`config.mk`:
```
export PLATFORM = sky130hd
export DESIGN_NAME = addressed_frame_receiver_top
export DESIGN_NICKNAME = d
export VERILOG_FILES = /design/src/afr_pkg.sv /design/src/afr_parser.sv /design/src/addressed_frame_receiver_top.sv
export SDC_FILE = /design/constraint.sdc
export NUM_CORES = 1
export LEC_CHECK = 0
export ABC_CLOCK_PERIOD_IN_PS = 2750
export BUFFER_PORTS_ARGS = -buffer_cell sky130_fd_sc_hd__buf_2
export CAP_MARGIN = 0
export CORE_ASPECT_RATIO = 0.6
export CORE_MARGIN = 1.5
export CORE_UTILIZATION = 45
export CTS_CLUSTER_SIZE = 40
export DETAILED_ROUTE_END_ITERATION = 8
export HOLD_SLACK_MARGIN = 0.06
export PLACE_DENSITY = 0.74
export SLEW_MARGIN = 20
export SYNTH_ARGS = -nofsm -noshare
export SYNTH_HDL_FRONTEND = slang
export SYNTH_SLANG_ARGS = --single-unit
```
`constraint.sdc`:
```
create_clock -name i_clk -period 2.75 [get_ports i_clk]
set_input_delay 0.4125 -clock i_clk [delete_from_list [all_inputs] [get_ports i_clk]]
set_output_delay 0.4125 -clock i_clk [all_outputs]
set_load 0.01 [all_outputs]
```
`src/afr_pkg.sv`:
```
`timescale 1ns / 1ps
// Shared types and constants for the addressed frame receiver.
// No dependencies; used by afr_parser, addressed_frame_receiver_top and the testbench files.
package afr_pkg;

    localparam logic [6:0] BLOCK_PAYLOAD_LEN = 7'd69;
    localparam logic [6:0] LEN_CMD_N         = 7'd6;
    localparam logic [6:0] LEN_CMD_C         = 7'd7;
    localparam logic [6:0] LEN_CMD_ERVG      = 7'd3;

    localparam logic [7:0] CH_S  = 8'h53;
    localparam logic [7:0] CH_T  = 8'h54;
    localparam logic [7:0] CH_F  = 8'h46;
    localparam logic [7:0] CH_N  = 8'h4E;
    localparam logic [7:0] CH_C  = 8'h43;
    localparam logic [7:0] CH_D  = 8'h44;
    localparam logic [7:0] CH_E  = 8'h45;
    localparam logic [7:0] CH_R  = 8'h52;
    localparam logic [7:0] CH_V  = 8'h56;
    localparam logic [7:0] CH_G  = 8'h47;
    localparam logic [7:0] CH_CR = 8'h0D;
    localparam logic [7:0] CH_LF = 8'h0A;

    typedef enum logic [3:0] {
        ST_START1    = 4'd0,
        ST_START2    = 4'd1,
        ST_ADDR1     = 4'd2,
        ST_ADDR2     = 4'd3,
        ST_ADDR3     = 4'd4,
        ST_ADDR4     = 4'd5,
        ST_CMD1      = 4'd6,
        ST_CMD2      = 4'd7,
        ST_DATA      = 4'd8,
        ST_WAIT_CR   = 4'd9,
        ST_WAIT_LF_A = 4'd10,
        ST_WAIT_CR_B = 4'd11,
        ST_WAIT_LF   = 4'd12
    } t_state;

    typedef struct packed {
        logic       byte_present;
        logic [7:0] rx_byte;
        logic       framing_error;
        logic       overrun;
    } t_in_req;

    typedef struct packed {
        logic        frame_done;
        logic        data_valid;
        logic [6:0]  data_index;
        logic [7:0]  data_byte;
        logic [7:0]  command_first;
        logic [7:0]  command_second;
        logic [10:0] header_sum;
    } t_out_req;

    // parser context carried between requests
    typedef struct packed {
        t_state      state;
        logic [6:0]  payload_count;
        logic [6:0]  payload_total;
        logic [7:0]  first_cmd;
        logic [7:0]  second_cmd;
        logic [10:0] running_sum;
    } t_ctx;

endpackage

```
`src/afr_parser.sv`:
```
`timescale 1ns / 1ps
// Frame parser: next context and result for one polled request.
// Depends on afr_pkg.
module afr_parser
    import afr_pkg::*;
(
    input  t_ctx        i_ctx,
    input  t_in_req     i_req,
    input  logic [31:0] i_station_address,
    output t_ctx        o_ctx,
    output t_out_req    o_res
);

    logic       take;
    logic [7:0] c;
    logic [1:0] addr_k;
    logic [7:0] addr_byte;
    logic [6:0] count_inc;

    assign take      = i_req.byte_present && !i_req.framing_error && !i_req.overrun;
    assign c         = i_req.rx_byte;
    assign addr_k    = 2'(i_ctx.state - ST_ADDR1);
    assign addr_byte = i_station_address[8*addr_k +: 8];
    assign count_inc = i_ctx.payload_count + 7'd1;

    // next state and context
    always_comb begin
        o_ctx = i_ctx;
        if (take) begin
            unique case (i_ctx.state)
                ST_START1: begin
                    if (c == CH_S) o_ctx.state = ST_START2;
                end
                ST_START2: begin
                    o_ctx.state = (c == CH_T) ? ST_ADDR1 : ST_START1;
                end
                ST_ADDR1, ST_ADDR2, ST_ADDR3, ST_ADDR4: begin
                    if (i_ctx.state == ST_ADDR1) begin
                        o_ctx.running_sum = {3'd0, c};
                    end else begin
                        o_ctx.running_sum = i_ctx.running_sum + {3'd0, c};
                    end
                    o_ctx.state = (c == addr_byte) ? t_state'(i_ctx.state + 4'd1)
                                                   : ST_START1;
                end
                ST_CMD1: begin
                    o_ctx.running_sum = i_ctx.running_sum + {3'd0, c};
                    o_ctx.first_cmd   = c;
                    o_ctx.state       = ST_CMD2;
                end
                ST_CMD2: begin
                    o_ctx.running_sum = i_ctx.running_sum + {3'd0, c};
                    o_ctx.second_cmd  = c;
                    o_ctx.state       = ST_WAIT_CR;
                    if (i_ctx.first_cmd == CH_F) begin
                        if (c == CH_N) begin
                            o_ctx.payload_total = LEN_CMD_N;
                        end else if (c == CH_C) begin
                            o_ctx.payload_total = LEN_CMD_C;
                        end else if (c == CH_D) begin
                            o_ctx.payload_total = BLOCK_PAYLOAD_LEN;
                        end else if (c == CH_E || c == CH_R || c == CH_V || c == CH_G) begin
                            o_ctx.payload_total = LEN_CMD_ERVG;
                        end
                        if (c == CH_N || c == CH_C || c == CH_D || c == CH_E ||
                            c == CH_R || c == CH_V || c == CH_G) begin
                            o_ctx.payload_count = 7'd0;
                            o_ctx.state         = ST_DATA;
                        end
                    end
                end
                ST_DATA: begin
                    o_ctx.payload_count = count_inc;
                    if (count_inc >= i_ctx.payload_total) o_ctx.state = ST_WAIT_CR;
                end
                ST_WAIT_CR: begin
                    if (c == CH_CR) o_ctx.state = ST_WAIT_LF;
                end
                // the A/B terminator pair has no way in; kept as it behaves
                ST_WAIT_LF_A: begin
                    o_ctx.state = (c == CH_LF) ? ST_WAIT_CR_B : ST_WAIT_CR;
                end
                ST_WAIT_CR_B: begin
                    o_ctx.state = (c == CH_CR) ? ST_WAIT_LF : ST_WAIT_CR;
                end
                ST_WAIT_LF: begin
                    o_ctx.state = (c == CH_LF) ? ST_START1 : ST_WAIT_CR;
                end
                default: begin
                    o_ctx.state = ST_START1;
                end
            endcase
        end
    end

    // result
    always_comb begin
        o_res                = '0;
        o_res.command_first  = o_ctx.first_cmd;
        o_res.command_second = o_ctx.second_cmd;
        o_res.header_sum     = o_ctx.running_sum;
        if (take) begin
            unique case (i_ctx.state)
                ST_DATA: begin
                    o_res.data_valid = 1'b1;
                    o_res.data_index = i_ctx.payload_count;
                    o_res.data_byte  = c;
                end
                ST_WAIT_LF: begin
                    o_res.frame_done = (c == CH_LF);
                end
                default: begin
                    o_res.frame_done = 1'b0;
                end
            endcase
        end
    end

endmodule

```
`src/addressed_frame_receiver_top.sv`:
```
`timescale 1ns / 1ps
// Addressed frame receiver: top level with request registers and context.
// Depends on afr_pkg and afr_parser.
//
// Usage:
//   Input channel (i_in_valid / o_in_ready / i_in_req) carries one receiver
//   poll per request. Output channel (o_out_valid / i_out_ready / o_out_req)
//   returns exactly one result per poll, in order.
//   i_cfg_wr_en / i_cfg_wr_data load the station address; write only while
//   no poll is in flight.
//   Path: an accepted poll waits in the input register; the parser logic
//   feeds the result register when that register is empty or being taken.
//   Throughput: one poll per cycle unless output stalls; context loads with result.
//   Stall: while i_out_ready is low the result register holds; the input
//   register still takes one more poll, then o_in_ready drops until the
//   result is taken.
//   Reset (i_rst_n low, synchronous): both registers empty, parser back to
//   hunting the start byte, commands, sum and station address cleared.
module addressed_frame_receiver_top
    import afr_pkg::*;
(
    input  logic        i_clk,
    input  logic        i_rst_n,
    input  logic        i_cfg_wr_en,
    input  logic [31:0] i_cfg_wr_data,
    input  logic        i_in_valid,
    output logic        o_in_ready,
    input  t_in_req     i_in_req,
    output logic        o_out_valid,
    input  logic        i_out_ready,
    output t_out_req    o_out_req
);

    logic [31:0] r_station_address;
    logic        r_in_valid;
    t_in_req     r_in_req;
    logic        r_out_valid;
    t_out_req    r_out_req;
    t_ctx        r_ctx;
    t_ctx        n_ctx;
    t_out_req    n_out_req;
    logic        advance;

    assign advance    = r_in_valid && (!r_out_valid || i_out_ready);
    assign o_in_ready = !r_in_valid || advance;

    afr_parser u_parser (
        .i_ctx             (r_ctx),
        .i_req             (r_in_req),
        .i_station_address (r_station_address),
        .o_ctx             (n_ctx),
        .o_res             (n_out_req)
    );

    always_ff @(posedge i_clk) begin
        if (!i_rst_n) begin
            r_station_address <= '0;
            r_in_valid        <= 1'b0;
            r_out_valid       <= 1'b0;
            r_ctx             <= '{state: ST_START1, default: '0};
        end else begin
            if (i_cfg_wr_en) r_station_address <= i_cfg_wr_data;
            if (o_in_ready) r_in_valid <= i_in_valid;
            if (advance) begin
                r_out_valid <= 1'b1;
                r_ctx       <= n_ctx;
            end else if (i_out_ready) begin
                r_out_valid <= 1'b0;
            end
        end
    end

    always_ff @(posedge i_clk) begin
        if (o_in_ready && i_in_valid) r_in_req <= i_in_req;
        if (advance) r_out_req <= n_out_req;
    end

    assign o_out_valid = r_out_valid;
    assign o_out_req   = r_out_req;

`ifndef SYNTHESIS
    a_done_xor_data: assert property (@(posedge i_clk) disable iff (!i_rst_n)
        o_out_valid |-> !(o_out_req.frame_done && o_out_req.data_valid))
        else $error("frame_done and data_valid both set");

    a_index_range: assert property (@(posedge i_clk) disable iff (!i_rst_n)
        (o_out_valid && o_out_req.data_valid) |-> (o_out_req.data_index < BLOCK_PAYLOAD_LEN))
        else $error("payload index out of range");

    a_count_below_total: assert property (@(posedge i_clk) disable iff (!i_rst_n)
        (r_ctx.state == ST_DATA) |-> (r_ctx.payload_count < r_ctx.payload_total))
        else $error("payload count reached total while collecting");

    a_held_request: assert property (@(posedge i_clk) disable iff (!i_rst_n)
        (r_in_valid && !advance) |=> r_in_valid)
        else $error("held poll lost");
`endif

endmodule

```
==> Word level (Yosys, flattened, before mapping) <==
Cells that the tools add are included.
{ "totals": {"ff_bits": 134, "in_bits": 48, "elab_cells": 110} }
{ "op_classes": {"add_sub_neg": 4, "n_lt_le_gt_ge": 1, "n_eq_ne": 30, "shifts": 1, "muxes": 24, "n_reduce_logical": 30} }
{ "op_table": {"columns": ["cell", "count"], "rows": [
  ["$eq 8x7->1 const B", 10],
  ["$pmux 4 s10", 1],
  ["$shiftx 32x6->8", 1],
  ["$mux 7", 4],
  ["$mux 27", 1],
  ["$mux 8", 3],
  ["$pmux 11 s2", 1],
  ["$eq 4x4->1 const B", 5],
  ["$mux 4", 5],
  ["$eq 4x3->1 const B", 4],
  ["$eq 8x4->1 const B", 2],
  ["$mux 16", 1],
  ["$mux 15", 1],
  ["$reduce_and 5->1", 3],
  ["$pmux 7 s2", 1],
  ["$add 11x8->11", 1],
  ["$logic_or 1x1->1", 11],
  ["$mux 11", 1],
  ["$ne 2x1->1 const B", 5],
  ["$eq 4x2->1 const B", 2],
  ["$eq 8x8->1", 1],
  ["$add 7x1->7 const B", 1],
  ["$ge 7x7->1", 1],
  ["$add 4x1->4 const B", 1],
  ["13 further kinds", 23]
]} }

==> Logic depth before layout (Yosys ltp) <==
Gate-level depths: netlist of run 1.
{ "depth": {"depth_word": 10, "mapped_depth": 13, "mapped_depth_nobuf": 11} }

==> Cells and area by module <==
From an unflattened synthesis of run 1, not the netlist that was laid out.
{ "unflattened": {"hier_cells": 735, "hier_area_um2": 7387.1} }
{ "modules_own_cells": {"columns": ["module", "n_inst", "cells_per_inst", "area_each_um2"], "rows": [
  ["addressed_frame_receiver_top", 1, 363, 4790.8],
  ["afr_parser", 1, 372, 2596.2]
]} }

==> Least setup slack after synthesis of run 1 <==
Ideal clock, no wire load.
{ "synth_timing": {"path_kind": "register to register", "from": "register r_ctx[42] in the netlist's numbering", "to": "register r_ctx[10] in the netlist's numbering", "setup_time_ns": 0.070, "t_arrival_ns": 2.691, "required_ns": 2.680, "slack_ns": -0.011, "path_stages_with_launch": 13, "path_buffers": 3, "period_less_slack_ns": 2.761, "path_cell_list": "dfxtp_1 buf_2 buf_1 inv_1 ha_1 clkbuf_1 o21ai_0 a211oi_1 o21ai_0 a21oi_1 nand3_1 or4_1 a21oi_1"} }
{ "synth_between": {"elab_chain_len": 4, "elab_cells_between_ends": 11, "classes_between": "eq/ne: 6; mux: 3; reduce/logical: 2"} }
{ "synth_rtl": {"columns": ["element", "line_no", "source"], "rows": [
  ["from (decl)", "addressed_frame_receiver_top.sv:39", "t_ctx r_ctx;"],
  ["from (signal assigned)", "addressed_frame_receiver_top.sv:66", "r_ctx <= n_ctx;"],
  ["$eq 4x2->1, or another cell as far along", "afr_parser.sv:30", "unique case (i_ctx.state)"],
  ["$reduce_or 4->1, or another cell as far along", "afr_parser.sv:30", null],
  ["$pmux 11 s2 *", "afr_parser.sv:30", null],
  ["$mux 27 *", "afr_parser.sv:29", "if (take) begin"]
]} }
Every way passes the cells marked *; elsewhere a longest branch is shown, timed or not.
A chain may end at the register's enable or synchronous reset.

==> Worst setup path after layout of run 1 <==
{ "layout_timing": {"from": "register r_ctx[41] in the netlist's numbering", "to": "register r_ctx[10] in the netlist's numbering"} }
Same word-level chain as after synthesis.

==> results.cfg, run 1 <==
[sta]
finalCritPeriodShare_pct = 91.79
rsz0062_at_grt = true
relSlewSlack_pct = 39.54
finClkSkew_ns = 0.008970
setup_violations = 0
drv_slew = 0
hold_violations = 0
tightestPinTransition_ns = 0.9069
whs_ns = 0.1767
finalSetupTns_ns = 0
fmax_ghz = 0.3962
fin_crit_ns = 2.524
setup_ws_ns = 0.2258

[floorplan]
initial_utilization_pct = 46.08
fp.dieH_um = 94.63
die_area_um2 = 14740
coreArea_um2 = 13670
num_rows = 33
io_pins = 94
die_x_um = 155.7

[yosys]
postSynthAreaPerCell_um2 = 10.24
synth_nets = 681
netlist_instances = 615
synth_edf_count = 55
async_flop_share_pct = 0
synth-seq-cells = 131
synth_area_um2 = 6297
synth_top_area_share_pct = 26.23
synth.distinct_cells = 58
yosys_warnings = 0
ys_seq_area_share_pct = 50.39
synthTopCellsByArea = edfxtp_1 26%, dfxtp_1 24%, mux2i_1 6.8%
synth_flop_cell = dfxtp_1
synth_top_area_cell = edfxtp_1

[detailed_routing]
ant_nets = 0
wl_per_cell_um = 16.82
vias = 5056
drt_wl_total_um = 15550
drt_iter0_drc = 372
dr.pass1.iters = 5
drc = 0
viasPerCell = 5.466

[layout]
final_layout_size_suffix_gt1_share_pct = 25.51
antenna_cells = 0
fillers = 1185
final_nets = 786
syn_to_final_growth_pct = 21.08
fin_area_um2 = 7625
register_area_um2 = 3176
fin_cells = 925
final_util_pct = 55.79
multi_input_area_um2 = 2927

[placed_design]
detailed_place_hpwl_um = 11110
dp_cells = 893
dp_slack_ns = 0.1057
gp_congestion = 0.9058
io_buffers = 93
dpl_cell_area_um2 = 7088

[pwr]
p_per_area_nw_per_um2 = 593.2
leakagePower_nw = 3.086
sw_frac_of_total_pct = 23.53
switchingPower_mw = 1.064
p_clk_share_pct = 44.7
peakVddDrop_uv = 339.5
seqPwrFrac_pct = 47.3
pwr-share-comb_pct = 7.9
internal-power_mw = 3.459
power_mw = 4.523

[setup_path]
end_kind = flop
path_max_fanout = 8
path_class = reg2reg
r2r_cells = 9
critPathArrivalTime_ns = 2.86
ff2ff_setup_slack_ns = 0.23
worst_setup_path_start_kind = flop
required_ns = 3.09

[global_route]
grt_pass1_wl_um = 24720
grt.total_usage_pct = 21.92
grt_pass1_vias = 4811
grt_start_max_net_pins = 45
grt_overflow = 0
antenna_found_initial = 0

[cts]
hold_buffers = 0
post_cts_buffers = 0
cts_resized = 0
clock_sinks = 131
clk_latency_ns = 0.41
h-tree-depth = 4
cts_buffer_depth = 2
path_clk_slew_ns = 0.06
clockRootBuffer = clkbuf_16
cts_tree = done
numCtsBuffers = 17

[min_path]
holdPathStages = 1
hold_path.class = in2reg

[status]
status = complete, no violations

[job]
maxCapViolations = 0
## cells by family after synthesis
kind of cell    Yosys count  synth area share, %
flops                   131                50.39
fa+ha+maj                18                3.696
simple gates            214                16.81
mux                      63                11.13
xor+xnor                 22                3.060
compound gates          115                11.60
buf+inv                  52                3.318
## synthesized netlist by cell type (8+ instances only)
| master | count |
|---|---|
| dfxtp_1 | 76 |
| nand2_1 | 63 |
| edfxtp_1 | 55 |
| nor2_1 | 46 |
| mux2i_1 | 43 |
| a21oi_1 | 33 |
| o21ai_0 | 31 |
| clkbuf_1 | 26 |
| nand3_1 | 22 |
| ha_1 | 17 |
| and2_1 | 16 |
| mux2_2 | 16 |
| nor2b_1 | 16 |
| inv_1 | 15 |
| xnor2_1 | 15 |
| nor3_1 | 13 |
| a31oi_1 | 8 |
## power by group through the flow
stage          combinational (mW)  sequential [mW]  clock (mW)
2_1_floorplan               0.209             2.19           0
3_3_place_gp                0.346             2.18           0
3_5_place_dp                0.354             2.18           0
4_1_cts                     0.357             2.14        2.05
5_1_grt                     0.391             2.15        2.14
6_report                    0.359             2.14        2.02
## layer usage
layer | track usage, % | vias up | routed length, um
li1 | - | 2422 | -
met1 | 31.10 | 2411 | 7643
met2 | 33.37 | 205 | 6597
met3 | 4.911 | 18 | 1156
met4 | 6.905 | 0 | 157
met5 | 0 | - | 0
## worst max-delay path: stages, from the launching register on
cell	delay, ns
dfxtp_1	0.34
inv_1	0.17
ha_1	0.37
o21ai_0	0.21
a211oi_2	0.37
o21ai_0	0.17
a21oi_2	0.16
nand3_1	0.12
or4_1	0.41
a21oi_1	0.13
## layout by cell type, fill, tap and decap left out, drive strengths merged, types with 6 or more instances in the layout
master,count
o21ai,31
nor2,46
a31oi,8
inv,19
xor2,7
mux2,16
and2,17
edfxtp,55
nor3,13
mux2i,43
nand3,22
ha,17
buf,122
nand2,63
xnor2,15
dfxtp,76
o211ai,6
a22o,6
a21oi,33
clkbuf,23
nand2b,7
and3,6
nor2b,16
## flip-flops by register name, indices dropped and copies added, names as in the netlist
name               count
r_in_req              11
r_station_address     32
o_out_req             44
r_in_valid             1
o_out_valid            1
r_ctx                 42
## layout make-up
type	instances	share of cell area, %
clock buffers	23	6.186
multi-input cells	432	38.38
well taps	192	3.151
inverters	16	0.7877
repair buffers	122	9.124
flip-flops and latches	131	41.65
clock inverters	9	0.7220
## path summary, 6_finish.rpt
| path | from | to |
|---|---|---|
| worst max-delay path | r_ctx[41] | r_ctx[10] |
| worst min-delay path | i_in_req[6] | r_in_req[6] |
| worst max register to register | r_ctx[41] | r_ctx[10] |
| worst min register to register | r_ctx[13] | r_ctx[13] |
No activity file was read; power rests on OpenSTA's default activity.
==> run 2: changes to the inputs <==
ABC_CLOCK_PERIOD_IN_PS = 2000   (was 2750)
clock period = 2 ns   (was 2.75 ns; I/O delays follow)
==> results.cfg, run 2 (synthesized netlist as in run 1, its figures left out) <==
[status]
status = complete, but fails checks
violations = setup timing

[setup_path]
critPathArrivalTime_ns = 2.70
cp_slowest_stage_delay_ns = 0.42
crit_chain = ha_2 > inv_2 > fa_2 > nor2b_1 > o21a_1 > o21ai_2 > a21oi_2 > nand3_2 > or4_1 > a21oi_1
r2r-start = r_in_req[2]
end_kind = flop
required_ns = 2.35
worst_setup_path_start_kind = flop
path_class = reg2reg
r2r-end = r_ctx[10]
ff2ff_setup_slack_ns = -0.35
r2r_cells = 10
crit_start = r_in_req[2]
path_max_fanout = 5
slowest_stage = edfxtp_1

[global_route]
grt_overflow = 0
grt.total_usage_pct = 24.32
grt_pass1_wl_um = 27340
grt_pass1_vias = 5462
antenna_found_initial = 0
grt_start_max_net_pins = 45

[min_path]
min_from = i_in_req[1]
hold_path.class = in2reg
holdPathStages = 1
min_to = r_in_req[1]

[pwr]
p_per_area_nw_per_um2 = 746.3
leakagePower_nw = 3.551
peakVddDrop_uv = 530.7

[floorplan]
die_x_um = 155.7
io_pins = 94
coreArea_um2 = 13670
num_rows = 33
fp.dieH_um = 94.63
initial_utilization_pct = 46.08
die_area_um2 = 14740

[sta]
fin_crit_ns = 2.351
tightestPinTransition_ns = 0.5571
finalCritPeriodShare_pct = 117.6
hold_violations = 0
setup_ws_ns = -0.3514
finClkSkew_ns = 0.008045
rsz0062_at_grt = true
drv_slew = 0
relSlewSlack_pct = 62.86
finalSetupTns_ns = -4.434
fmax_ghz = 0.4253
setup_violations = 28

[cts]
path_clk_slew_ns = 0.06
numCtsBuffers = 17
cts_buffer_depth = 2
clk_latency_ns = 0.42
clockRootBuffer = clkbuf_16
cts_tree = done
h-tree-depth = 4
clock_sinks = 131

[detailed_routing]
drt_wl_total_um = 17690
vias = 5523
dr.pass1.iters = 7
drc = 0
viasPerCell = 5.485
wl_per_cell_um = 17.57
ant_nets = 0
drt_iter0_drc = 354

[placed_design]
detailed_place_hpwl_um = 11960
gp_congestion = 0.9323
io_buffers = 93
dp_cells = 950

[layout]
final_nets = 868
antenna_cells = 0
mostFrequentLayoutCells = 93 x buf_2, 93 x buf_4, 70 x dfxtp_1
fin_cells = 1007
fillers = 1025
final_layout_size_suffix_gt1_share_pct = 42.09
syn_to_final_growth_pct = 39.70
largest_reg_flops = 44
final_util_pct = 64.37

[job]
maxCapViolations = 0
-- run 2: cell types whose count changed in the layout (fill, tap and decap cells not counted), sizes merged --
| cell | delta |
|---|---|
| clkinvlp | +5 |
| buf | +78 |
| dlygate4sd3 | +4 |
| inv | -3 |
| bufinv | +2 |
| clkbuf | -4 |
-- run 2: critical path, delay by kind of cell (launching register included) --
kind,cells,cell delay (ns)
compound gates,4,0.59
buf+inv,1,0.04
simple gates,3,0.66
flops,1,0.42
fa+ha+maj,2,0.57
-- run 2: layout make-up --
| class | instances | area [um^2] | area share [%] |
|---|---|---|---|
| Clock buffer | 19 | 432.9 | 4.921 |
| Multi-Input combinational cell | 432 | 3327 | 37.82 |
| Inverter | 16 | 66.31 | 0.7538 |
| Timing Repair Buffer | 204 | 1405 | 15.97 |
| Tap cell | 192 | 240.2 | 2.731 |
| Sequential cell | 131 | 3191 | 36.27 |
| Clock inverter | 13 | 135.1 | 1.536 |
-- run 2: worst max path at each step --
stage	cells after the start	slack, ns	end
global route	11	-0.44	o_out_req[10]
global placement	10	-0.18	r_ctx[10]
detailed placement	10	-0.24	r_ctx[10]
finish	10	-0.35	r_ctx[10]
CTS	6	-0.23	r_ctx[28]
floorplan	8	-0.40	r_ctx[28]
-- run 2: layer usage --
layer | global-route usage (%) | share of wire (%) | up-vias
met2 | 39.77 | 46 | 275
met5 | 0 | 0 | -
met3 | 5.461 | 7.8 | 28
met4 | 7.778 | 1.4 | 0
met1 | 32.33 | 45 | 2628
li1 | - | - | 2592
-- run 2: where the power goes --
part | total (mW) | internal [mW] | switching, mW
sequential | 2.94 | 2.88 | 0.0603
clock | 3.00 | 1.83 | 1.17
combinational | 0.624 | 0.292 | 0.332
-- run 2: per-stage QoR --
step	setup WS [ns]	hold WS [ns]	cell area [um^2]	power, mW
global placement	-0.1818	0.4394	7662	3.501
finish	-0.3514	0.07089	8797	6.565
CTS	-0.2288	0.06114	8491	6.563
global route	-0.4375	0.06013	8797	6.769
detailed placement	-0.2410	0.4465	7662	3.527
floorplan	-0.3966	0.3989	6470	3.298
-- run 2: what timing repair did --
action,CTS,global route
endpoints found under the hold margin,4,0
hold buffers,4,0
gates resized for setup,31,60
setup endpoints to repair,67,46
buffers inserted,12,10
pin swaps,19,28
